`src/hw/rtl/btndb_pkg.sv`:
```
// Package for the button debouncer: payload and configuration types,
// register indexes and reset values.
// No dependencies; btndb_if, btndb_cfg, btndb_core, the top level and the testbench import it.
package btndb_pkg;

    // Default width of the debounce and long-press countdowns.
    localparam int CNT_W_DEF = 8;

    // Width of a configuration register and of the register index.
    localparam int CFG_DATA_W = 8;
    localparam int CFG_IDX_W  = 2;

    // Register indexes on the configuration port.
    localparam logic [CFG_IDX_W-1:0] REG_DEBOUNCE_TICKS    = 2'd0;
    localparam logic [CFG_IDX_W-1:0] REG_LONG_FIRST_DELAY  = 2'd1;
    localparam logic [CFG_IDX_W-1:0] REG_LONG_REPEAT_DELAY = 2'd2;

    // Register reset values.
    localparam logic [CFG_DATA_W-1:0] DEBOUNCE_TICKS_RST    = 8'd5;
    localparam logic [CFG_DATA_W-1:0] LONG_FIRST_DELAY_RST  = 8'd100;
    localparam logic [CFG_DATA_W-1:0] LONG_REPEAT_DELAY_RST = 8'd20;

    // One input sample.
    typedef struct packed {
        logic raw_pressed;
        logic slow_tick;
    } t_in_item;

    // One result.
    typedef struct packed {
        logic debounced_level;
        logic press_pulse;
        logic release_pulse;
        logic long_press_pulse;
        logic click_pulse;
    } t_out_item;

    // Current configuration handed from the register file to the core.
    typedef struct packed {
        logic [CFG_DATA_W-1:0] debounce_ticks;
        logic [CFG_DATA_W-1:0] long_first_delay;
        logic [CFG_DATA_W-1:0] long_repeat_delay;
    } t_cfg;

endpackage

```
`src/hw/rtl/btndb_cfg.sv`:
```
// Configuration register file of the button debouncer.
// Depends on btndb_pkg for register indexes, reset values and t_cfg.
module btndb_cfg
    import btndb_pkg::*;
(
    input  logic                  i_clk,
    input  logic                  i_rst_n,
    input  logic                  i_wr_en,
    input  logic [CFG_IDX_W-1:0]  i_wr_index,
    input  logic [CFG_DATA_W-1:0] i_wr_data,
    output t_cfg                  o_cfg
);

    t_cfg r_cfg;

    // Write decode; indexes past the last register are ignored.
    always_ff @(posedge i_clk) begin
        if (!i_rst_n) begin
            r_cfg.debounce_ticks    <= DEBOUNCE_TICKS_RST;
            r_cfg.long_first_delay  <= LONG_FIRST_DELAY_RST;
            r_cfg.long_repeat_delay <= LONG_REPEAT_DELAY_RST;
        end else if (i_wr_en) begin
            case (i_wr_index)
                REG_DEBOUNCE_TICKS:    r_cfg.debounce_ticks    <= i_wr_data;
                REG_LONG_FIRST_DELAY:  r_cfg.long_first_delay  <= i_wr_data;
                REG_LONG_REPEAT_DELAY: r_cfg.long_repeat_delay <= i_wr_data;
                default: ;
            endcase
        end
    end

    assign o_cfg = r_cfg;

endmodule

```
`config.mk`:
```
export PLATFORM = sky130hd
export DESIGN_NAME = btndb_cfg
export DESIGN_NICKNAME = d
export VERILOG_FILES = /design/src/hw/rtl/btndb_pkg.sv /design/src/hw/rtl/btndb_cfg.sv
export SDC_FILE = /design/constraint.sdc
export NUM_CORES = 1
export LEC_CHECK = 0
export BUFFER_PORTS_ARGS = -buffer_cell sky130_fd_sc_hd__buf_2
export CAP_MARGIN = 20
export CORE_MARGIN = 2
export CORE_UTILIZATION = 40
export DETAILED_ROUTE_END_ITERATION = 10
export PLACE_DENSITY = 0.68
export SLEW_MARGIN = 20
export SYNTH_ARGS = -nofsm -noshare
export SYNTH_HDL_FRONTEND = slang
export SYNTH_SLANG_ARGS = --single-unit
```
`constraint.sdc`:
```
create_clock -name i_clk -period 1.7 [get_ports i_clk]
set_clock_uncertainty 0.15 [all_clocks]
set_input_delay 0.255 -clock i_clk [delete_from_list [all_inputs] [get_ports i_clk]]
set_output_delay 0.255 -clock i_clk [all_outputs]
set_load 0.005 [all_outputs]
```
**Word level (Yosys, flattened, before mapping)**

Cells that the tools add are included.

- Flip-flop bits (word level): 24
- Output and inout port bits: 24
- Word-level logic and storage cells: 9
- Input port bits: 13

- Reductions and logical operators: 4
- Equal/unequal tests: 2

Operator list:

| kind | number |
|---|---|
| 2-bit AND reduction | 3 |
| 2-bit by 1-bit == test with 1-bit output, second input constant | 1 |
| 2-bit == test, second input constant | 1 |
| 2-bit logical NOT | 1 |

**Depth between registers and ports, before layout**

Gate-level depths: netlist of run 1.

- Word-level depth: 2
- Mapped depth: 3
- Depth with buffers taken out: 2

**Least setup slack after synthesis of run 1**

Ideal clock, no wire load.

- Path kind: input to register
- From: in i_wr_index[1]
- To: reg r_cfg, in the netlist o_cfg[16]
- Setup slack: 0.379 ns
- Required time: 1.430 ns
- Arrival: 1.051 ns
- Setup time: 0.120 ns
- Path buffers: 1
- Stages on the path: 3
- Path through: or3b_1 buf_6 a211o_1

- Word-level cells in the longest chain between the ends: 2

RTL lines:

| item | line | text |
|---|---|---|
| from (decl) | btndb_cfg.sv:9 | `input logic [CFG_IDX_W-1:0] i_wr_index,` |
| 2-bit logical NOT | btndb_cfg.sv:23 | `case (i_wr_index)` |
| 2-bit AND reduction (no source line) | n/a |  |
| to (decl) | btndb_cfg.sv:14 | `t_cfg r_cfg;` |

No other way between the ends.
A chain may end at the register's enable or synchronous reset.

**Final worst setup path of run 1**

- From: reg r_cfg, in the netlist o_cfg[18]
- To: out o_cfg[18] (netlist bit)

RTL lines:

| item | line | text |
|---|---|---|
| to (decl) | btndb_cfg.sv:11 | `output t_cfg o_cfg` |

No word-level cell between the ends.

==> flow_metrics.tcl, run 1 <==
set metrics [dict create \
    status "finished clean" \
    ys_seq_area_share_pct 51.1 \
    reg2regPathDepth 1 \
    detail_route.first_pass.iterations 4 \
    fin_util_pct 53.4 \
    wire_length_of_the_first_global_routing_pass_um 3190 \
    clkSlewWorstSetupHoldPaths_ns 0.13 \
    core.rowCount 17 \
    clock_insertion_delay_worst_skew_ns 0.30 \
    cts.root.buffer_cell "clkbuf_4" \
    holdCritStartpoint "i_wr_data[0]" \
    leakage_nw 0.616 \
    worst_r2r_endpoint "o_cfg[4]" \
    min_path_type "input pin to flip-flop" \
    cellPowerDensity_nw_per_um2 842 \
    route.detailed.vias_per_inst 4.86 \
    holdPathEnd "o_cfg[0]" \
    drc 0 \
    global_route.overflow_total 0 \
    cts_setup_buffers 0 \
    worst_slew_margin_rel_pct 77.9 \
    layout.nets 143 \
    ys_top_cells_by_area "dfxtp_1, mux2i_1, nand2_1, nor2b_1, a211o_1" \
    finalSetupViolCount 0 \
    core_region_area_um2 2210 \
    detail_route.iter0.violations 6 \
    hpwlAfterDp_um 1440 \
    synthDistinctLibCells 16 \
    place.gp.congestion 0.712 \
    cts_tree "built" \
    critical_path_arrival_ns 0.80 \
    clock_sink_count 24 \
    syn_area_um2 940 \
    timing.critical_path.to_type "primary output" \
    clock_path_buffers 2 \
    clock_tree.htree_level_count 1 \
    layout-area-overhead-vs-synth_pct 25.7 \
    antenna_cells_inserted 0 \
    intPower_mw 0.767 \
    avgRoutedWirePerCell_um 12.3 \
    effective_utilization_at_floorplan_pct 42.5 \
    unrepaired_setup_endpoints_after_global_routing "false" \
    yosys_warnings 0 \
    critical_path.cell_chain "buf_2" \
    path_buf_inv 1 \
    power.sequential.fraction_pct 59.7 \
    worst_pin_slew_ns 0.331 \
    cpPeakStageDelay_ns 0.37 \
    crit_type "flip-flop to primary output" \
    antenna_found_initial 0 \
    power.switching_mw 0.227 \
    yosysTopAreaCellShare_pct 51.1 \
    max-vdd-ir-drop_mv 0.377 \
    final_hold_viol_count 0 \
    first_global_vias 725 \
    timing.max_cap.violations 0 \
    post_cts_hold_buffer_count 0 \
    grt_max_degree 21 \
    routed-via-count 763 \
    synth-seq-cells 24 \
    timing.critical_path.fanout_max 2 \
    die_y_um 52.5 \
    netlist.top_cell.by_area "dfxtp_1" \
    cts_buffers 3 \
    layout_commonest_cell "buf_2" \
    worst_path_max_delay_cell "dfxtp_1" \
    most-common-layout-cells "buf_2, nand2_1, dfxtp_1" \
    setup_tns_ns 0 \
    timing.final.crit_share_pct 70.7 \
    netSwitchingFraction_pct 22.8 \
    timing.final.crit_period_ns 1.20 \
    maxSlewViolCount 0 \
    synth_area_per_cell_um2 10.2 \
    achievable-frequency_mhz 832 \
    grt_util_all_layers_pct 15.8 \
    design.die.area_um2 2750 \
    worst-r2r-setup-slack_ns 0.88 \
    post_synth_inst_count 92 \
    antenna_violating_nets_post_route 0 \
    overall_power_mw 0.994 \
    routed_wl_um 1920 \
    comb_power_share_pct 10.8 \
    syn_nets 105 \
    io_buffer_count 36 \
    timing.critical_path.max_delay_family "flip-flops" \
    die_w_um 52.5 \
    floorplan.io_pins 37 \
    clockPowerShare_pct 29.5 \
    max_reg_flops 24 \
    worstHoldPathCells 3 \
    worstReg2RegStart "o_cfg[4]" \
    post_cts_resize_count 0 \
    drive_gt1_share_pct 35.7 \
    cp-start-kind "flip-flop" \
    worst-endpoint-required_ns 1.29 \
]
worst max path at each step:
stage	start	to	slack (ns)	cells past startpoint
2_1_floorplan	i_wr_index[1]	o_cfg[16]	0.38	3
3_3_place_gp	i_wr_index[1]	o_cfg[16]	0.25	3
3_5_place_dp	i_wr_index[1]	o_cfg[17]	0.23	4
4_1_cts	o_cfg[20]	o_cfg[20]	0.48	1
5_1_grt	o_cfg[23]	o_cfg[23]	0.45	1
6_report	o_cfg[18]	o_cfg[18]	0.50	1
cells in the mapped netlist:
master / n
buf_6: 1
and4b_2: 1
nand2_1: 24
mux2i_1: 20
o211ai_1: 2
and3b_2: 1
nor2b_1: 4
or3b_1: 1
clkbuf_1: 3
dfxtp_1: 24
nand4b_1: 2
buf_2: 2
nand3b_1: 1
and4bb_2: 1
inv_1: 3
a211o_1: 2
stage by stage:
stage | instances | hold slack, ns | setup WS [ns] | area, µm²
after floorplan | 92 | 0.266 | 0.379 | 940
after global placement | 153 | 0.289 | 0.246 | 1140
after detailed placement | 153 | 0.298 | 0.226 | 1140
after CTS | 157 | 0.0616 | 0.483 | 1180
after global routing | 157 | 0.0744 | 0.449 | 1180
final | 157 | 0.0714 | 0.499 | 1180
power groups by stage:
stage,Clock [mW],Sequential [mW],Combinational [mW]
final,0.293,0.594,0.107
after global routing,0.325,0.597,0.120
after CTS,0.307,0.594,0.109
after detailed placement,0,0.606,0.109
after global placement,0,0.606,0.106
after floorplan,0,0.609,0.0556
routing by layer:
layer	track usage, %	share of wire, %	vias up
li1	-	-	385
met1	19.5	47	353
met2	26.5	46	23
met3	3.43	6.0	2
met4	6.41	0.52	0
met5	0	0	-
logic make-up (layout without fill, tap and decap cells):
family | after synthesis | in the layout | share of synthesized area [%]
multiplexers | 20 | 20 | 21.3
AND/OR/NAND/NOR | 35 | 35 | 19.4
flip-flops | 24 | 24 | 51.1
AO/OA/AOI/OAI | 4 | 4 | 3.46
buffers and inverters | 9 | 46 | 4.66
cell type report:
type	count	area (µm²)
Inverter	3	11.3
Timing Repair Buffer	39	203
Multi-Input combinational cell	59	415
Fill cell	232	1030
Clock buffer	4	36.3
Sequential cell	24	480
Tap cell	28	35.0
Power figures use the tool's default switching activity.
==> run 2, diff against run 1 <==
==> constraint.sdc (replaced) <==
create_clock -name i_clk -period 1.18 [get_ports i_clk]
set_clock_uncertainty 0.15 [all_clocks]
set_input_delay 0.177 -clock i_clk [delete_from_list [all_inputs] [get_ports i_clk]]
set_output_delay 0.177 -clock i_clk [all_outputs]
set_load 0.005 [all_outputs]
==> run 2 against run 1 <==
Net effect: combinational power up 73%; sequential cell count is the same; first-iteration DRC count shrank 33%; global-route usage increased by 0.26 points; count of clock-buffer cells in the layout unchanged; critical path depth unchanged; via count increased by 3.7%; final cell count up 7.6%; utilization up 5.0 points; cell area up 9.3%; die area unchanged; non-clock buffer count grew 12; critical endpoint is now o_cfg[8]; largest cell class unchanged.
==> flow_metrics.tcl, run 2 (synthesis gave the netlist of run 1 again) <==
set metrics [dict create \
    status "finished clean" \
    leakage_nw 0.669 \
    detail_route.iter0.violations 4 \
    cts_tree "built" \
    overall_power_mw 1.47 \
    cts.root.buffer_cell "clkbuf_4" \
    worst_pin_slew_ns 0.246 \
    cpPeakStageDelay_ns 0.37 \
    effective_utilization_at_floorplan_pct 42.5 \
    reg2regPathDepth 1 \
    clock_sink_count 24 \
    antenna_violating_nets_post_route 0 \
    floorplan.io_pins 37 \
    whs_ns 0.0273 \
    worst_path_max_delay_cell "dfxtp_1" \
    timing.final.crit_period_ns 1.12 \
    max-vdd-ir-drop_mv 0.634 \
    cts_buffers 3 \
    drc 0 \
    layout_commonest_cell "buf_2" \
    grt_util_all_layers_pct 16.1 \
    core_region_area_um2 2210 \
    design.die.area_um2 2750 \
    drive_gt1_share_pct 35.5 \
    global_route.overflow_total 0 \
    unrepaired_setup_endpoints_after_global_routing "false" \
    crit_type "flip-flop to primary output" \
    wire_length_of_the_first_global_routing_pass_um 3240 \
    grt_max_degree 14 \
    clock_tree.htree_level_count 1 \
    io_buffer_count 36 \
    dpl_worst_slack_ns -0.121 \
    timing.critical_path.max_delay_family "flip-flops" \
    worst_r2r_endpoint "o_cfg[16]" \
    detail_route.first_pass.iterations 2 \
    worst_slew_margin_rel_pct 83.6 \
    post_cts_resize_count 0 \
    max_reg_flops 24 \
    layout_setup_ws_ns 0.0561 \
    antenna_cells_inserted 0 \
    antenna_found_initial 0 \
    place.gp.congestion 0.783 \
    critical_path_arrival_ns 0.80 \
    clkSlewWorstSetupHoldPaths_ns 0.12 \
    holdCritStartpoint "i_rst_n" \
    timing.critical_path.to_type "primary output" \
    layout-area-overhead-vs-synth_pct 37.4 \
    filler_cell_count 203 \
    timing.critical_path.fanout_max 2 \
    critical_path.cell_chain "buf_2" \
    finalSetupViolCount 0 \
    worst-r2r-setup-slack_ns 0.33 \
    achievable-frequency_mhz 890 \
    worst-endpoint-required_ns 0.85 \
    layout.nets 155 \
    die_y_um 52.5 \
    timing.max_cap.violations 0 \
    worstHoldPathCells 3 \
    routed_wl_um 1940 \
    holdPathEnd "o_cfg[12]" \
    min_path_type "input pin to flip-flop" \
    layoutNonFillerInstCount 169 \
    cts_setup_buffers 0 \
    routed-via-count 791 \
    worstReg2RegStart "o_cfg[16]" \
    final_hold_viol_count 0 \
    placedCellCount 157 \
    hpwlAfterDp_um 1420 \
    worstSetupStartpoint "o_cfg[8]" \
    area_of_combinational_cells_with_multiple_inputs_um2 415 \
    clock_path_buffers 2 \
    clock_insertion_delay_worst_skew_ns 0.31 \
    timing.final.crit_share_pct 95.2 \
    cp-start-kind "flip-flop" \
    avgRoutedWirePerCell_um 11.5 \
    route.detailed.vias_per_inst 4.68 \
    cellPowerDensity_nw_per_um2 1140 \
    path_buf_inv 1 \
    first_global_vias 745 \
    die_w_um 52.5 \
    maxSlewViolCount 0 \
    core.rowCount 17 \
    final-seq-area_um2 480 \
    most-common-layout-cells "buf_2, nand2_1, dfxtp_1" \
]
-- run 2: cell types whose count changed in the layout (fill, tap and decap cells not counted) --
cell,change
buf_4,+4
dlygate4sd3_1,+8
-- run 2: how the worst max path moves through the flow --
| stage | end | slack, ns | cells past startpoint |
|---|---|---|---|
| floorplan | o_cfg[16] | -0.03 | 3 |
| global placement | o_cfg[18] | -0.07 | 4 |
| detailed placement | o_cfg[18] | -0.12 | 4 |
| CTS | o_cfg[8] | 0.04 | 1 |
| global route | o_cfg[8] | 0.006 | 1 |
| finish | o_cfg[8] | 0.06 | 1 |
-- run 2: power breakdown --
group	total, mW	leakage [nW]	switching [mW]	internal, mW
Sequential	0.855	0.196	0.0140	0.841
Clock	0.428	0.0210	0.239	0.189
Combinational	0.185	0.452	0.0831	0.102
-- run 2: timing repair --
action | 4_1_cts | 5_1_grt
endpoints found under the hold margin | 15 | 0
endpoints found under the setup margin | 0 | 0
hold buffers | 8 | 0
-- run 2: routing by layer --
layer,routed length (µm),GRT usage (%),up-vias
met4,30,7.69,0
li1,-,-,409
met1,888,20.1,361
met3,81,4.00,4
met5,0,0,-
met2,934,25.6,17
-- run 2: through the flow --
step | setup TNS (ns) | area, µm² | utilization (%)
2_1_floorplan | -0.0281 | 940 | -
3_3_place_gp | -0.509 | 1170 | 53.1
3_5_place_dp | -0.804 | 1170 | 53.1
4_1_cts | 0 | 1290 | 58.4
5_1_grt | 0 | 1290 | 58.4
6_report | 0 | 1290 | 58.4
-- run 2: final cells by class --
cell class | count | share of cell area (%)
repair buffers | 51 | 24.2
well taps | 28 | 2.71
flip-flops and latches | 24 | 37.2
inverters | 3 | 0.872
clock buffers | 4 | 2.81
multi-input cells | 59 | 32.2
==> run 3, diff against run 2 <==
==> constraint.sdc (replaced) <==
create_clock -name i_clk -period 1.18 [get_ports i_clk]
set_clock_uncertainty 0.15 [all_clocks]
set_input_delay 0.059 -clock i_clk [delete_from_list [all_inputs] [get_ports i_clk]]
set_output_delay 0.059 -clock i_clk [all_outputs]
set_load 0.005 [all_outputs]
==> run 3 against run 2 <==
Net effect: the flow now finishes with violations (negative hold slack); sequential power is essentially flat; global-route usage is 0.089 points higher; sequential share of layout area decreased by 1.4 points; utilization up 2.3 points; critical path type is now input pin to flip-flop; worst setup slack gained 0.0082 ns.
==> flow_metrics.tcl, run 3 (synthesis gave the netlist of run 1 again) <==
set metrics [dict create \
    critical_path.cell_chain "dlygate4sd3_1 > buf_2 > and4bb_2 > a211o_1" \
    fin_util_pct 60.7 \
    timing.critical_path.max_delay_family "buffers and inverters" \
    drc 0 \
    layout.nets 159 \
    cp-start-kind "input pin" \
    final-seq-area_um2 480 \
    achievable-frequency_mhz 896 \
    crit_path_to "o_cfg[16]" \
    critical_path_arrival_ns 1.18 \
    worst_r2r_endpoint "o_cfg[4]" \
    netSwitchingFraction_pct 21.5 \
    max-vdd-ir-drop_mv 0.845 \
    clkSlewWorstSetupHoldPaths_ns 0.13 \
    core_region_area_um2 2210 \
    final_hold_viol_count 1 \
    place.gp.congestion 0.685 \
    routed-via-count 814 \
    clock_insertion_delay_worst_skew_ns 0.32 \
    hpwlAfterDp_um 1480 \
    effective_utilization_at_floorplan_pct 42.5 \
    setup_tns_ns 0 \
    timing.final.crit_share_pct 94.6 \
    cts.root.buffer_cell "clkbuf_4" \
    grt_max_degree 15 \
    worst-r2r-setup-slack_ns 0.36 \
    layout-area-overhead-vs-synth_pct 42.9 \
    worst_pin_slew_ns 0.253 \
    io_buffer_count 36 \
    timing.max_cap.violations 0 \
    comb_power_share_pct 11.9 \
    worst-endpoint-required_ns 1.25 \
    timing.final.crit_period_ns 1.12 \
    dpl-instance-area_um2 1190 \
    finalSetupViolCount 0 \
    antenna_violating_nets_post_route 0 \
    placedCellCount 159 \
    worst_slew_margin_rel_pct 83.1 \
    antenna_found_initial 0 \
    most-common-layout-cells "buf_2, nand2_1, dfxtp_1" \
    global_route.overflow_total 0 \
    die_w_um 52.5 \
    intPower_mw 1.29 \
    post_cts_resize_count 0 \
    maxSlewViolCount 0 \
    whs_ns -0.0128 \
    detail_route.iter0.violations 7 \
    design.die.area_um2 2750 \
    holdCritStartpoint "i_wr_index[0]" \
    layoutNonFillerInstCount 173 \
    floorplan.io_pins 37 \
    route.detailed.vias_per_inst 4.71 \
    unrepaired_setup_endpoints_after_global_routing "false" \
    area_of_combinational_cells_with_multiple_inputs_um2 415 \
    die_y_um 52.5 \
    cpPeakStageDelay_ns 0.52 \
    core.rowCount 17 \
    crit_type "input pin to flip-flop" \
    routed_wl_um 2140 \
    layout_commonest_cell "buf_2" \
    overall_power_mw 1.65 \
    drive_gt1_share_pct 35.9 \
    antenna_cells_inserted 0 \
    first_global_vias 771 \
    timing.critical_path.fanout_max 2 \
    clock_path_buffers 2 \
    power.switching_mw 0.354 \
    finalInstanceArea_um2 1340 \
    avgRoutedWirePerCell_um 12.3 \
    filler_cell_count 207 \
    layout_setup_ws_ns 0.0643 \
    clockPowerShare_pct 36.2 \
    max_reg_flops 24 \
    min_path_type "input pin to flip-flop" \
    reg2regPathDepth 1 \
    worst_path_max_delay_cell "dlygate4sd3_1" \
    grt_util_all_layers_pct 16.2 \
    worstReg2RegStart "o_cfg[4]" \
    detail_route.first_pass.iterations 4 \
    wire_length_of_the_first_global_routing_pass_um 3260 \
    cellPowerDensity_nw_per_um2 1230 \
    cts_buffers 3 \
    dpl_worst_slack_ns 0.0141 \
    post_cts_hold_buffer_count 10 \
    clock_tree.htree_level_count 1 \
    timing.critical_path.to_type "flip-flop" \
    status "finished with violations" \
    leakage_nw 0.693 \
    clock_sink_count 24 \
    violations_in_the_final_reports "negative hold slack" \
    power.sequential.fraction_pct 52.0 \
    path_buf_inv 2 \
    cp.depth 4 \
    cts_tree "built" \
    worstSetupStartpoint "i_wr_data[0]" \
]
[run 3: cell count changes in the layout (fill, tap and decap cells not counted)]
cell	delta
buf_4	+2
clkbuf_8	-1
dlygate4sd3_1	+2
bufinv_16	+1
[run 3: layout make-up]
type,count,share of cell area [%]
clock inverter,1,2.24
tap,28,2.61
clock buffer,3,1.68
sequential,24,35.8
timing repair buffer,55,25.9
multi-input combinational,59,30.9
inverter,3,0.839
[run 3: metal layers]
layer  vias up  track usage (%)  routed length [µm]
met5         -                0                   0
met3         0             4.29                 136
met1       376             19.0                 950
li1        411                -                   -
met2        27             27.5                1050
met4         0             6.84                   0
[run 3: what timing repair did]
item                                    4_1_cts  5_1_grt
hold endpoints to repair                     24        1
endpoints found under the setup margin        0        0
setup buffers                                 0        0
[run 3: power groups by stage]
stage          Combinational (mW)  Clock [mW]  Sequential, mW
3_3_place_gp                0.166           0           0.873
5_1_grt                     0.214       0.630           0.860
2_1_floorplan              0.0801           0           0.877
6_report                    0.196       0.596           0.856
3_5_place_dp                0.170           0           0.873
4_1_cts                     0.196       0.613           0.856
[run 3: worst min-delay path: cells and delay by family]
kind            cells  cell delay [ns]
simple gates        1             0.15
compound gates      1             0.13
buf+inv             1             0.09
[run 3: worst min-delay path by stage]
stage | to | slack (ns) | depth (start not counted)
2_1_floorplan | o_cfg[21] | 0.07 | 2
3_3_place_gp | o_cfg[18] | 0.19 | 3
3_5_place_dp | o_cfg[2] | 0.20 | 3
4_1_cts | o_cfg[16] | -0.02 | 3
5_1_grt | o_cfg[16] | -0.01 | 3
6_report | o_cfg[16] | -0.01 | 3
