<file path="src/hw/rtl/btndb_pkg.sv">
// Package for the button debouncer: payload and configuration types,
// register indexes and reset values.
// No dependencies; btndb_if, btndb_cfg, btndb_core, the top level and the testbench import it.
package btndb_pkg;

    // Default width of the debounce and long-press countdowns.
    localparam int CNT_W_DEF = 8;

    // Width of a configuration register and of the register index.
    localparam int CFG_DATA_W = 8;
    localparam int CFG_IDX_W  = 2;

    // Register indexes on the configuration port.
    localparam logic [CFG_IDX_W-1:0] REG_DEBOUNCE_TICKS    = 2'd0;
    localparam logic [CFG_IDX_W-1:0] REG_LONG_FIRST_DELAY  = 2'd1;
    localparam logic [CFG_IDX_W-1:0] REG_LONG_REPEAT_DELAY = 2'd2;

    // Register reset values.
    localparam logic [CFG_DATA_W-1:0] DEBOUNCE_TICKS_RST    = 8'd5;
    localparam logic [CFG_DATA_W-1:0] LONG_FIRST_DELAY_RST  = 8'd100;
    localparam logic [CFG_DATA_W-1:0] LONG_REPEAT_DELAY_RST = 8'd20;

    // One input sample.
    typedef struct packed {
        logic raw_pressed;
        logic slow_tick;
    } t_in_item;

    // One result.
    typedef struct packed {
        logic debounced_level;
        logic press_pulse;
        logic release_pulse;
        logic long_press_pulse;
        logic click_pulse;
    } t_out_item;

    // Current configuration handed from the register file to the core.
    typedef struct packed {
        logic [CFG_DATA_W-1:0] debounce_ticks;
        logic [CFG_DATA_W-1:0] long_first_delay;
        logic [CFG_DATA_W-1:0] long_repeat_delay;
    } t_cfg;

endpackage

</file>
<file path="src/hw/rtl/btndb_core.sv">
// Debounce and long-press state machine of the button debouncer.
// Depends on btndb_pkg for t_in_item, t_out_item, t_cfg and reset values.
module btndb_core
    import btndb_pkg::*;
#(
    parameter int COUNT_WIDTH = CNT_W_DEF
) (
    input  logic      i_clk,
    input  logic      i_rst_n,
    input  logic      i_step,
    input  t_in_item  i_item,
    input  t_cfg      i_cfg,
    output t_out_item o_result
);

    // Width wide enough to compare a register value with the counter maximum.
    localparam int LW = (COUNT_WIDTH > CFG_DATA_W) ? COUNT_WIDTH : CFG_DATA_W;
    localparam logic [LW-1:0] CNT_MAX = LW'((1 << COUNT_WIDTH) - 1);

    typedef enum logic [1:0] {
        PH_IDLE      = 2'd0,
        PH_PRESSING  = 2'd1,
        PH_HELD      = 2'd2,
        PH_RELEASING = 2'd3
    } t_phase;

    // Load a register value into a counter, saturating at its maximum.
    function automatic logic [COUNT_WIDTH-1:0] sat_load(input logic [CFG_DATA_W-1:0] v);
        logic [LW-1:0] ext;
        ext = LW'(v);
        if (ext > CNT_MAX) begin
            return '1;
        end
        return COUNT_WIDTH'(ext);
    endfunction

    t_phase                 r_phase, n_phase;
    logic [COUNT_WIDTH-1:0] r_dc, n_dc;
    logic [COUNT_WIDTH-1:0] r_lc, n_lc;
    logic                   r_click, n_click;
    logic                   r_level, n_level;
    logic [COUNT_WIDTH-1:0] dc_dec, lc_dec;

    // Countdowns step first, then the phase logic looks at the stepped values.
    always_comb begin
        dc_dec = (r_dc != '0) ? r_dc - 1'b1 : '0;
        lc_dec = (i_item.slow_tick && (r_lc != '0)) ? r_lc - 1'b1 : r_lc;

        n_phase  = r_phase;
        n_dc     = dc_dec;
        n_lc     = lc_dec;
        n_click  = r_click;
        n_level  = r_level;
        o_result = '0;

        case (r_phase)
            PH_IDLE: begin
                if (i_item.raw_pressed) begin
                    n_dc    = sat_load(i_cfg.debounce_ticks);
                    n_phase = PH_PRESSING;
                end
            end
            PH_PRESSING: begin
                if (!i_item.raw_pressed) begin
                    n_phase = PH_IDLE;
                end else if (dc_dec == '0) begin
                    n_level              = 1'b1;
                    o_result.press_pulse = 1'b1;
                    n_click              = 1'b1;
                    n_lc                 = sat_load(i_cfg.long_first_delay);
                    n_phase              = PH_HELD;
                end
            end
            PH_HELD: begin
                if (!i_item.raw_pressed) begin
                    n_dc    = sat_load(i_cfg.debounce_ticks);
                    n_phase = PH_RELEASING;
                end else if (lc_dec == '0) begin
                    n_lc                      = sat_load(i_cfg.long_repeat_delay);
                    n_click                   = 1'b0;
                    o_result.long_press_pulse = 1'b1;
                end
            end
            PH_RELEASING: begin
                if (i_item.raw_pressed) begin
                    n_phase = PH_HELD;
                end else if (dc_dec == '0) begin
                    n_level                = 1'b0;
                    o_result.release_pulse = 1'b1;
                    o_result.click_pulse   = r_click;
                    n_click                = 1'b0;
                    n_phase                = PH_IDLE;
                end
            end
            default: begin
                n_phase = PH_IDLE;
            end
        endcase

        o_result.debounced_level = n_level;
    end

    // State advances once per sample that moves to the result register.
    always_ff @(posedge i_clk) begin
        if (!i_rst_n) begin
            r_phase <= PH_IDLE;
            r_dc    <= sat_load(DEBOUNCE_TICKS_RST);
            r_lc    <= sat_load(LONG_FIRST_DELAY_RST);
            r_click <= 1'b0;
            r_level <= 1'b0;
        end else if (i_step) begin
            r_phase <= n_phase;
            r_dc    <= n_dc;
            r_lc    <= n_lc;
            r_click <= n_click;
            r_level <= n_level;
        end
    end

endmodule

</file>
<file path="config.mk">
export PLATFORM = sky130hd
export DESIGN_NAME = btndb_core
export DESIGN_NICKNAME = d
export VERILOG_FILES = /design/src/hw/rtl/btndb_pkg.sv /design/src/hw/rtl/btndb_core.sv
export SDC_FILE = /design/constraint.sdc
export NUM_CORES = 1
export LEC_CHECK = 0
export BUFFER_PORTS_ARGS = -buffer_cell sky130_fd_sc_hd__buf_2
export CAP_MARGIN = 40
export CORE_AREA = 2 2 66 68
export DETAILED_ROUTE_END_ITERATION = 10
export DIE_AREA = 0 0 68 70
export HOLD_SLACK_MARGIN = 0.06
export PLACE_DENSITY = 0.74
export SLEW_MARGIN = 15
export SYNTH_ARGS = -nofsm -noshare
export SYNTH_HDL_FRONTEND = slang
export SYNTH_SLANG_ARGS = --single-unit
</file>
<file path="constraint.sdc">
create_clock -name i_clk -period 2.6 [get_ports i_clk]
set_clock_uncertainty 0.1 [all_clocks]
set_input_delay 0.13 -clock i_clk [delete_from_list [all_inputs] [get_ports i_clk]]
set_output_delay 0.13 -clock i_clk [all_outputs]
set_load 0.03 [all_outputs]
</file>
Word-level counts from Yosys, hierarchy flattened
Index checks and enable logic that the tools add are counted.
Word-level totals
  flip-flop bits (word level): 20
  input bits: 29
  output and inout port bits: 5
Operators by class
  add/sub/neg operators: 2
  order comparisons: 3
  equality and inequality tests: 13
  muxes and demuxes: 60
  reduce and logical (&&, ||, !) cells: 9
Operators by type and width (number)
  8-bit 2-to-1 mux: 15
  1-bit 2-to-1 mux: 34
  8-bit case mux with 2 select lines: 2
  8-bit greater-than comparator, second input constant: 3
  8-bit zero test: 2
  2-bit != test, second input constant: 8
  8-bit nonzero test: 2
  8-bit by 1-bit subtractor with 8-bit output, second input constant: 2
  2-bit 2-to-1 mux: 6
  2-bit case mux with 4 select lines: 1
  8-bit AND reduction: 1
  3-bit != test, second input constant: 2
  5-bit AND reduction: 1
  2-bit == test, second input constant: 2
  1-bit case mux with 3 select lines: 1
  3-bit nonzero test: 1
  2-bit by 1-bit == test with 1-bit output, second input constant: 1
  2-bit zero test: 1
  1-bit case mux with 2 select lines: 1
  1-bit logical AND: 1

Depth between registers and ports, before layout
Gate-level depths: netlist of the first run.
  depth in word-level cells: 11
  gate-level depth with buffers: 10
  mapped depth without buffers: 9

Worst setup path before layout of the first run
No wires, ideal clock.
  path type: flip-flop to flip-flop
  start point: reg r_lc[0]
  end point: reg r_lc[4]
  library setup time: 0.074 ns
  arrival: 2.686 ns
  data required time: 2.426 ns
  slack: -0.260 ns
  cell stages (with the launch flop): 11
  path buffers: 1
  clock period less this slack: 2.860 ns
  cells stage by stage: dfxtp_1 inv_1 ha_1 or3b_1 o31a_1 buf_2 mux2i_4 nor4_4 a22o_1 nand2_1 a31oi_1
Between the ends
  cells in the longest elaborated chain, start to end: 7
Ends and longest elaborated chain
  start, declared: RTL line btndb_core.sv:39  | logic [COUNT_WIDTH-1:0] r_lc, n_lc;
  start signal, assigned: RTL line btndb_core.sv:108  | r_lc <= sat_load(LONG_FIRST_DELAY_RST);
  start signal, assigned: RTL line btndb_core.sv:114  | r_lc <= n_lc;
  branches (longest 2 deep; another with 8-bit by 1-bit subtractor with 8-bit output)
  8-bit 2-to-1 mux (*): RTL line btndb_core.sv:47  | lc_dec = (i_item.slow_tick && (r_lc != '0)) ? r_lc - 1'b1 : r_lc;
  8-bit zero test: RTL line btndb_core.sv:78  | end else if (lc_dec == '0) begin
  8-bit 2-to-1 mux: RTL line btndb_core.sv:78
  8-bit 2-to-1 mux: RTL line btndb_core.sv:75  | if (!i_item.raw_pressed) begin
  8-bit case mux with 2 select lines (*): RTL line btndb_core.sv:56  | case (r_phase)
Mark *: on every way between the ends.
A chain may end at the register's enable or synchronous reset.

==> flow_summary_export.csv, run 1 <==
group,metric,value,unit
status,status,"finished clean",
clock_network,root_buffer,"clkbuf_8",
global_route,grt_pass1_wl,8730,microns
sta,finalHoldViolations,0,
route,drc_errors,0,
final_layout,layout.nets,337,
synth,synth_compound_area_share,36.1,%
synth,synth_nets,296,
clock_network,clk_path_buf_depth,2,
flow_run,drv_cap,0,
critical_path,path_class,"reg -> out",
synth,async_flop_share,0,%
floorplanning,core-area,4140,sq um
synth,synth-edff-count,0,
critical_path,crit_arrival,2280,ps
route,detail-route-antenna-nets,0,
global_route,antenna_found_initial,0,
critical_path,slowest_stage,"or4b_4",
sta,finalWorstPathRequiredPeriod,2510,ps
route,wl,5340,microns
critical_path,crit_path_end_kind,"primary output",
critical_path,critPathMaxFanout,6,
floorplanning,boundaryPins,34,
floorplanning,start_util,47.8,%
critical_path,cp_data_required_time,2370,ps
critical_path,cpPeakStageDelay,590,ps
clock_network,ctsHtreeMaxLevel,1,
global_route,overflow,0,
synth,yosysSeqAreaShare,20.2,%
critical_path,startpoint_type,"register",
final_layout,final_cells,352,
sta,rsz0062_at_grt,"true",
synth,postSynthRegisterBits,20,
place,dp_slack,7.58,ps
place,dp_hpwl,3890,microns
floorplanning,die_area,4760,sq um
route,wl_per_cell,15.2,microns
critical_path,crit_chain,"or4b_4 -> o31ai_4 -> o221ai_2 -> nor4_4 -> buf_4 -> buf_6",
power_and_ir_drop,ir_drop,336,uV
place,place_congestion,0.875,
synth,yosysTopAreaCell,"dfxtp_1",
sta,max-slew-margin-rel,69.1,%
synth,synthAdderAreaFrac,4.42,%
synth,ys.flop_type,"dfxtp_1",
synth,synth_top_family_by_area,"compound AO/OA/AOI/OAI gates",
clock_network,clock_sinks,20,
synth,synth-xor-area-share,0.884,%
clock_network,cts_tree,"yes",
final_layout,area_growth,22.2,%
final_layout,stdcell_area,2420,sq um
place,placed_area,2220,sq um
synth,yosys.cell_types.count,67,
synth,synthMuxAreaShare,3.73,%
clock_network,worstSkewPairLatency,270,ps
route,vias,2133,
sta,final.setup.tns,0,ps
sta,drv_slew,0,
synth,synthTopCellsByArea,"dfxtp_1 20%, o21ai_0 5.3%, nor2_1 4.5%, ha_1 4.4%, nand2_1 4.4%",
synth,yosys.area_share.simple,26.5,%
power_and_ir_drop,leakage,0.000957,uW
global_route,track_usage,23.7,%
global_route,grt_max_degree,27,
synth,syn_inst,260,
route,viasPerCell,6.06,
power_and_ir_drop,power_density,455,nW/um^2
final_layout,utilization,58.4,%
route,drtIter0Drc,186,
synth,ys_warn_count,0,
clock_network,path_clk_slew,80,ps
floorplanning,die_w,68,microns
clock_network,cts-buffers-inserted,3,
sta,tightest_slew,464,ps
hold_path,hp-class,"in -> reg",
sta,setup_slack,91.8,ps
synth,synth_area,1980,sq um
final_layout,n_antenna_cell,0,
sta,setup_violations,0,
sta,timing.fmax,0.399,GHz
critical_path,critPathBufInv,2,
synth,avgSynthCellArea,7.62,sq um
global_route,grt_pass1_vias,1881,
place,port_buffers,33,
floorplanning,rows,24,
synth,synth_top_area_share,20.2,%
critical_path,crit_family,"simple AND/OR/NAND/NOR gates",
sta,period_share,96.5,%
place,dp.cells,337,
route,drt_first_pass_iters,4,
final_layout,drive_above_1_share,28.3,%
floorplanning,die_h,70,microns
-- cell usage after synthesis, drive strengths merged (3+ instances only) --
library cell / count
ha: 7
o21ai: 25
buf: 10
nor3: 10
nor2b: 3
nand2: 24
dfxtp: 20
mux2i: 5
inv: 13
clkbuf: 11
nand3: 3
or2: 3
nor4: 4
a21o: 3
o31ai: 6
nor2: 24
a31oi: 6
a21oi: 13
o21a: 5
o211ai: 6
or3: 5
a22oi: 7
-- power by group --
group | internal [uW] | leakage, uW | switching [uW]
Combinational | 184 | 0.000756 | 222
Clock | 206 | 0.0000357 | 119
Sequential | 333 | 0.000164 | 37.8
Total | 723 | 0.000957 | 380
-- tightest hold or removal path, stage by stage --
cell      delay (ps)
buf_2             80
a211oi_1          50
a21oi_1          130
-- registers in the layout (all words and copies together), names as in the netlist, named ones only --
signal and flops:
r_phase 1, r_click 1, r_lc 8, r_dc 8, r_level 1
-- final timing paths --
kind / startpoint / endpoint / slack (ps) / cells after the start
max: r_lc[1] / o_result[1] / 90 / 6
min: i_cfg[8] / r_lc[0] / 70 / 3
max reg2reg: r_dc[2] / r_lc[6] / 150 / 8
min reg2reg: r_click / r_click / 430 / 1
-- cells by family after synthesis --
group,count (synthesis)
buf+inv,35
simple gates,95
flops,20
compound gates,95
fa+ha+maj,7
xor+xnor,2
mux,6
-- timing repair --
action	in CTS	in global routing
setup buffers	2	2
setup endpoints to repair	3	4
resized for setup	2	10
hold buffers	7	0
pin swaps	2	2
hold endpoints to repair	5	0
-- cells in the final DEF (no fill, tap or decap), drive strengths merged, types with 3 or more instances in the layout --
cell type	Yosys	layout
o211ai	6	6
dfxtp	20	20
nor2	24	24
or3	5	5
dlygate4sd3	0	7
a21o	3	3
o21a	5	5
nand2	24	24
buf	10	50
a31oi	6	6
a22oi	7	7
nor2b	3	3
o31ai	6	6
or2	3	3
nor4	4	4
o21ai	25	25
clkbuf	11	3
a21oi	13	13
ha	7	7
nor3	10	10
inv	13	13
nand3	3	3
mux2i	5	5
-- cell type report --
cell class / instances / area, sq um
clock buffer: 3 / 41.3
clock inverter: 1 / 30.0
fill: 387 / 1720
inverter: 14 / 52.6
multi-input combinational: 205 / 1460
sequential: 20 / 404
tap: 52 / 65.1
timing repair buffer: 57 / 369
-- per-stage QoR --
stage | total power (uW) | hold slack [ps]
after floorplan | 663 | 162
after global placement | 751 | 299
after detailed placement | 758 | 296
after CTS | 1100 | 60.6
after global routing | 1160 | 90.0
final | 1100 | 65.7
-- metal layers --
metal	global-route usage, %	wire length, microns	vias to the layer above	part of all wire (%)
met1	31.2	2280	1009	43
li1	-	-	1049	-
met5	0	0	-	0
met4	4.89	31	0	0.58
met3	4.03	319	4	6.0
met2	39.9	2710	71	51
Power figures use the tool's default switching activity.
==> inputs of run 2 (changes only) <==
--- a/config.mk
+++ b/config.mk
@@ -11,7 +11,8 @@
 export DETAILED_ROUTE_END_ITERATION = 10
 export DIE_AREA = 0 0 68 70
 export HOLD_SLACK_MARGIN = 0.06
-export PLACE_DENSITY = 0.74
+export MAX_ROUTING_LAYER = met4
+export PLACE_DENSITY = 0.84
 export SLEW_MARGIN = 15
 export SYNTH_ARGS = -nofsm -noshare
 export SYNTH_HDL_FRONTEND = slang
==> run 2 against run 1 <==
Sequential power is essentially flat. Critical path depth grew 1. Worst hold slack gained 7.4 ps. Combinational power shrank 1%. Sequential cell count is the same. Largest power group unchanged. Fmax is essentially flat.
==> flow_summary_export.csv, run 2 (synthesis gave the netlist of run 1 again) <==
group,metric,value,unit
status,status,"finished clean",
critical_path,crit_chain,"or3_1 -> buf_4 -> nor3_1 -> o221ai_2 -> nor4_4 -> buf_4 -> buf_2",
critical_path,critPathMaxFanout,7,
critical_path,rrSetupSlack,140,ps
clock_network,root_buffer,"clkbuf_8",
sta,drv_slew,0,
route,top_layer_used,"met4",
place,dp.cells,334,
clock_network,cts-buffers-inserted,3,
place,dp_hpwl,3760,microns
clock_network,path_clk_slew,80,ps
route,wl_met3,271,microns
route,vias,2111,
sta,max-slew-margin-rel,68.0,%
final_layout,final_common_cell,"buf_2",
final_layout,layout.nets,335,
route,wl,5310,microns
final_layout,final_cells,350,
critical_path,cp-startpoint,"r_lc[4]",
place,port_buffers,33,
critical_path,critPathCapture,"o_result[1]",
clock_network,ctsHtreeMaxLevel,1,
floorplanning,start_util,47.8,%
critical_path,cpPeakStageDelay,410,ps
clock_network,worstSkewPairLatency,260,ps
critical_path,crit_family,"simple AND/OR/NAND/NOR gates",
sta,rsz0062_at_grt,"true",
route,wl_per_cell,15.2,microns
floorplanning,die_area,4760,sq um
final_layout,final_cell_mix,"32 x buf_2, 24 x nor2_1, 23 x nand2_1",
final_layout,area_growth,20.3,%
route,drc_errors,0,
sta,timing.fmax,0.399,GHz
global_route,grt_max_degree,27,
route,detail-route-antenna-nets,0,
critical_path,rr_startpoint,"r_dc[2]",
hold_path,hp-class,"in -> reg",
power_and_ir_drop,ir_drop,276,uV
critical_path,cpMostUsedCell,"buf_4",
power_and_ir_drop,leakage,0.000943,uW
critical_path,crit_path_end_kind,"primary output",
floorplanning,die_h,70,microns
sta,period_share,96.4,%
critical_path,startpoint_type,"register",
critical_path,cp_num_cells,7,
global_route,antenna_found_initial,0,
critical_path,crit_arrival,2280,ps
global_route,track_usage,23.7,%
critical_path,worst_r2r_path_depth,8,
place,place_congestion,0.928,
route,drt_first_pass_iters,4,
sta,tightest_slew,480,ps
clock_network,cts_tree,"yes",
clock_network,clk_path_buf_depth,2,
critical_path,cp_data_required_time,2370,ps
route,wl_met2,2580,microns
route,wl_met1,2380,microns
sta,finalHoldViolations,0,
floorplanning,die_w,68,microns
route,drtIter0Drc,149,
global_route,grt_pass1_vias,1949,
clock_network,clock_sinks,20,
sta,holdWs,73.1,ps
floorplanning,boundaryPins,34,
power_and_ir_drop,power_density,429,nW/um^2
flow_run,drv_cap,0,
final_layout,top_regs,"r_dc: 8 flops, r_lc: 8 flops",
global_route,overflow,0,
final_layout,utilization,57.5,%
critical_path,path_class,"reg -> out",
critical_path,slowest_stage,"or3_1",
global_route,grt_pass1_wl,8710,microns
critical_path,critPathBufInv,3,
final_layout,n_antenna_cell,0,
sta,finalWorstPathRequiredPeriod,2510,ps
floorplanning,rows,24,
floorplanning,core-area,4140,sq um
sta,setup_violations,0,
route,viasPerCell,6.03,
critical_path,rr_endpoint,"r_lc[6]",
final_layout,drive_above_1_share,27.9,%
## run 2: metrics by stage
step | setup TNS (ps) | setup WS (ps) | power, uW | area, sq um
after floorplan | -628 | -158 | 663 | 2000
after global placement | 0 | 148 | 738 | 2190
after detailed placement | 0 | 79.9 | 753 | 2190
after CTS | 0 | 53.9 | 1010 | 2350
after global routing | -52.6 | -24.8 | 1090 | 2380
final | 0 | 92.9 | 1020 | 2380
## run 2: how the worst min path moves through the flow
stage / startpoint / to / slack [ps] / cells past startpoint
after global routing: i_cfg[5] / r_lc[5] / 100 / 3
after global placement: i_cfg[0] / r_lc[0] / 280 / 3
after floorplan: i_cfg[0] / r_lc[0] / 160 / 2
after CTS: i_cfg[5] / r_lc[5] / 70 / 3
after detailed placement: i_cfg[0] / r_lc[0] / 290 / 3
final: i_cfg[5] / r_lc[5] / 70 / 3
## run 2: final cells by class
| type | instances | area [sq um] |
|---|---|---|
| fillers | 383 | 1760 |
| well taps | 52 | 65.1 |
| flip-flops and latches | 20 | 408 |
| inverters | 14 | 52.6 |
| clock buffers | 4 | 55.1 |
| multi-input cells | 205 | 1450 |
| repair buffers | 55 | 348 |
## run 2: power by group
part           switching, uW  internal (uW)
Clock                    114            135
Sequential              36.2            333
Combinational            224            179
## run 2: metal layers
metal	track usage, %	vias up
met2	39.5	67
met5	-	-
li1	-	1050
met1	28.8	982
met4	5.78	0
met3	4.83	12
## run 2: repair_timing
item,4_1_cts,5_1_grt
endpoints found under the hold margin,5,0
gates resized for setup,3,6
setup buffers,3,3
hold buffers,6,0
pin swaps,2,5
setup endpoints to repair,3,10
## run 2: tightest hold or removal path, stage by stage
cell and delay [ps]:
buf_2 80, a22oi_1 70, o21ai_1 120
==> inputs of run 3 (changes only) <==
--- a/config.mk
+++ b/config.mk
@@ -7,9 +7,9 @@
 export LEC_CHECK = 0
 export BUFFER_PORTS_ARGS = -buffer_cell sky130_fd_sc_hd__buf_2
 export CAP_MARGIN = 40
-export CORE_AREA = 2 2 66 68
+export CORE_AREA = 2 2 78 58
 export DETAILED_ROUTE_END_ITERATION = 10
-export DIE_AREA = 0 0 68 70
+export DIE_AREA = 0 0 80 60
 export HOLD_SLACK_MARGIN = 0.06
 export MAX_ROUTING_LAYER = met4
 export PLACE_DENSITY = 0.84
==> constraint.sdc (replaced) <==
create_clock -name i_clk -period 2.6 [get_ports i_clk]
set_clock_uncertainty 0.1 [all_clocks]
set_input_delay 0.26 -clock i_clk [delete_from_list [all_inputs] [get_ports i_clk]]
set_output_delay 0.26 -clock i_clk [all_outputs]
set_load 0.03 [all_outputs]
==> run 3 against run 2 <==
Fmax down 6.1%. Sequential power about the same. Non-clock buffer count up 1. Final cell count is 1.1% higher. Design area up 1.3%. Clock power is 6% higher. Die area increased by 0.84%. Core utilization rose by 1.3 points. The run now ends with negative setup slack left. Critical endpoint unchanged. Critical path depth unchanged.
==> flow_summary_export.csv, run 3 (synthesis gave the netlist of run 1 again) <==
group,metric,value,unit
final_layout,multi_input_area,1470,sq um
floorplanning,core-area,4100,sq um
place,place_congestion,1.04,
sta,finalWorstPathRequiredPeriod,2670,ps
sta,timing.fmax,0.375,GHz
floorplanning,start_util,48.3,%
clock_network,path_clk_slew,90,ps
final_layout,final_common_cell,"buf_2",
sta,rsz0062_at_grt,"true",
critical_path,worst_r2r_path_depth,10,
clock_network,cts_tree,"yes",
floorplanning,die_area,4800,sq um
route,viasPerCell,6.25,
hold_path,holdPathStages,3,
clock_network,clk_path_buf_depth,2,
flow_run,drv_cap,0,
global_route,track_usage,23.0,%
clock_network,root_buffer,"clkbuf_8",
status,violations,"negative setup slack",
sta,finalHoldViolations,0,
power_and_ir_drop,leakage,0.000957,uW
place,dp.cells,339,
floorplanning,boundaryPins,34,
place,dp_slack,61.4,ps
global_route,grt_pass1_wl,8460,microns
clock_network,worstSkewPairLatency,280,ps
sta,holdWs,128,ps
route,drtIter0Drc,155,
global_route,antenna_found_initial,0,
final_layout,n_antenna_cell,0,
route,wl_per_cell,15.9,microns
place,placed_area,2220,sq um
route,vias,2212,
place,port_buffers,33,
hold_path,hp-class,"in -> reg",
final_layout,final_cells,354,
global_route,grt_max_degree,27,
route,drt_first_pass_iters,5,
sta,period_share,103,%
route,wl,5640,microns
critical_path,path_class,"reg -> out",
route,detail-route-antenna-nets,0,
status,status,"finished, violations left",
sta,max-slew-margin-rel,68.2,%
floorplanning,die_h,60,microns
route,drc_errors,0,
clock_network,ctsHtreeMaxLevel,1,
final_layout,fillers,357,
critical_path,crit_arrival,2310,ps
clock_network,cts_hold_buf,0,
final_layout,top_regs,"r_dc: 8 flops, r_lc: 8 flops",
sta,setup_slack,-70.1,ps
global_route,grt_pass1_vias,1789,
sta,final.setup.tns,-70.5,ps
sta,setup_violations,2,
global_route,overflow,0,
final_layout,area_growth,21.8,%
place,dp_hpwl,3890,microns
power_and_ir_drop,power_density,441,nW/um^2
floorplanning,rows,20,
critical_path,critPathMaxFanout,6,
power_and_ir_drop,ir_drop,203,uV
final_layout,final_cell_mix,"31 x buf_2, 24 x buf_4, 23 x nor2_1, 23 x nand2_1, 21 x o21ai_0",
critical_path,crit_path_end_kind,"primary output",
final_layout,stdcell_area,2410,sq um
sta,drv_slew,0,
floorplanning,die_w,80,microns
sta,tightest_slew,476,ps
clock_network,clock_sinks,20,
final_layout,ff_latch_area,414,sq um
critical_path,startpoint_type,"register",
final_layout,drive_above_1_share,31.8,%
clock_network,cts-buffers-inserted,3,
critical_path,cp_data_required_time,2240,ps
final_layout,layout.nets,336,
run 3: worst max-delay path, stage by stage, from the launching register on:
cell	delay, ps
dfxtp_4	380
inv_4	60
ha_4	160
or3b_4	400
o31a_1	310
mux2i_4	220
nor4_4	330
buf_6	180
run 3: cell type report:
| class | count | area share (%) |
|---|---|---|
| inverter | 14 | 2.39 |
| clock buffer | 4 | 2.28 |
| tap | 55 | 2.85 |
| timing repair buffer | 56 | 14.4 |
| sequential | 20 | 17.2 |
| multi-input combinational | 205 | 60.9 |
run 3: worst paths after layout:
path | startpoint | end | slack (ps)
worst min register to register | r_click | r_click | 420
worst min-delay path | i_cfg[0] | r_lc[0] | 130
worst max register to register | r_lc[1] | r_lc[7] | 0
worst max-delay path | r_lc[1] | o_result[1] | -70
run 3: timing repair:
action / 4_1_cts / 5_1_grt
gates cloned: 0 / 0
buffers inserted: 4 / 7
endpoints found under the setup margin: 4 / 4
resized for setup: 12 / 8
pin swaps: 3 / 4
hold endpoints to repair: 0 / 0
run 3: routing by layer:
layer	up-vias	share of wire, %	wire (microns)	track usage, %
li1	1053	-	-	-
met5	-	0	0	-
met2	103	42	2360	32.9
met3	20	7.6	430	5.29
met1	1036	48	2720	32.3
met4	0	2.2	126	7.02
run 3: where the power goes:
group / internal, uW / switching [uW]
clock: 136 / 128
combinational: 190 / 241
sequential: 334 / 35.0
run 3: through the flow:
step / utilization (%) / total power, uW
after floorplan: - / 663
after global placement: 54.0 / 743
after detailed placement: 54.0 / 753
after CTS: 57.0 / 1020
after global routing: 58.8 / 1110
final: 58.8 / 1060
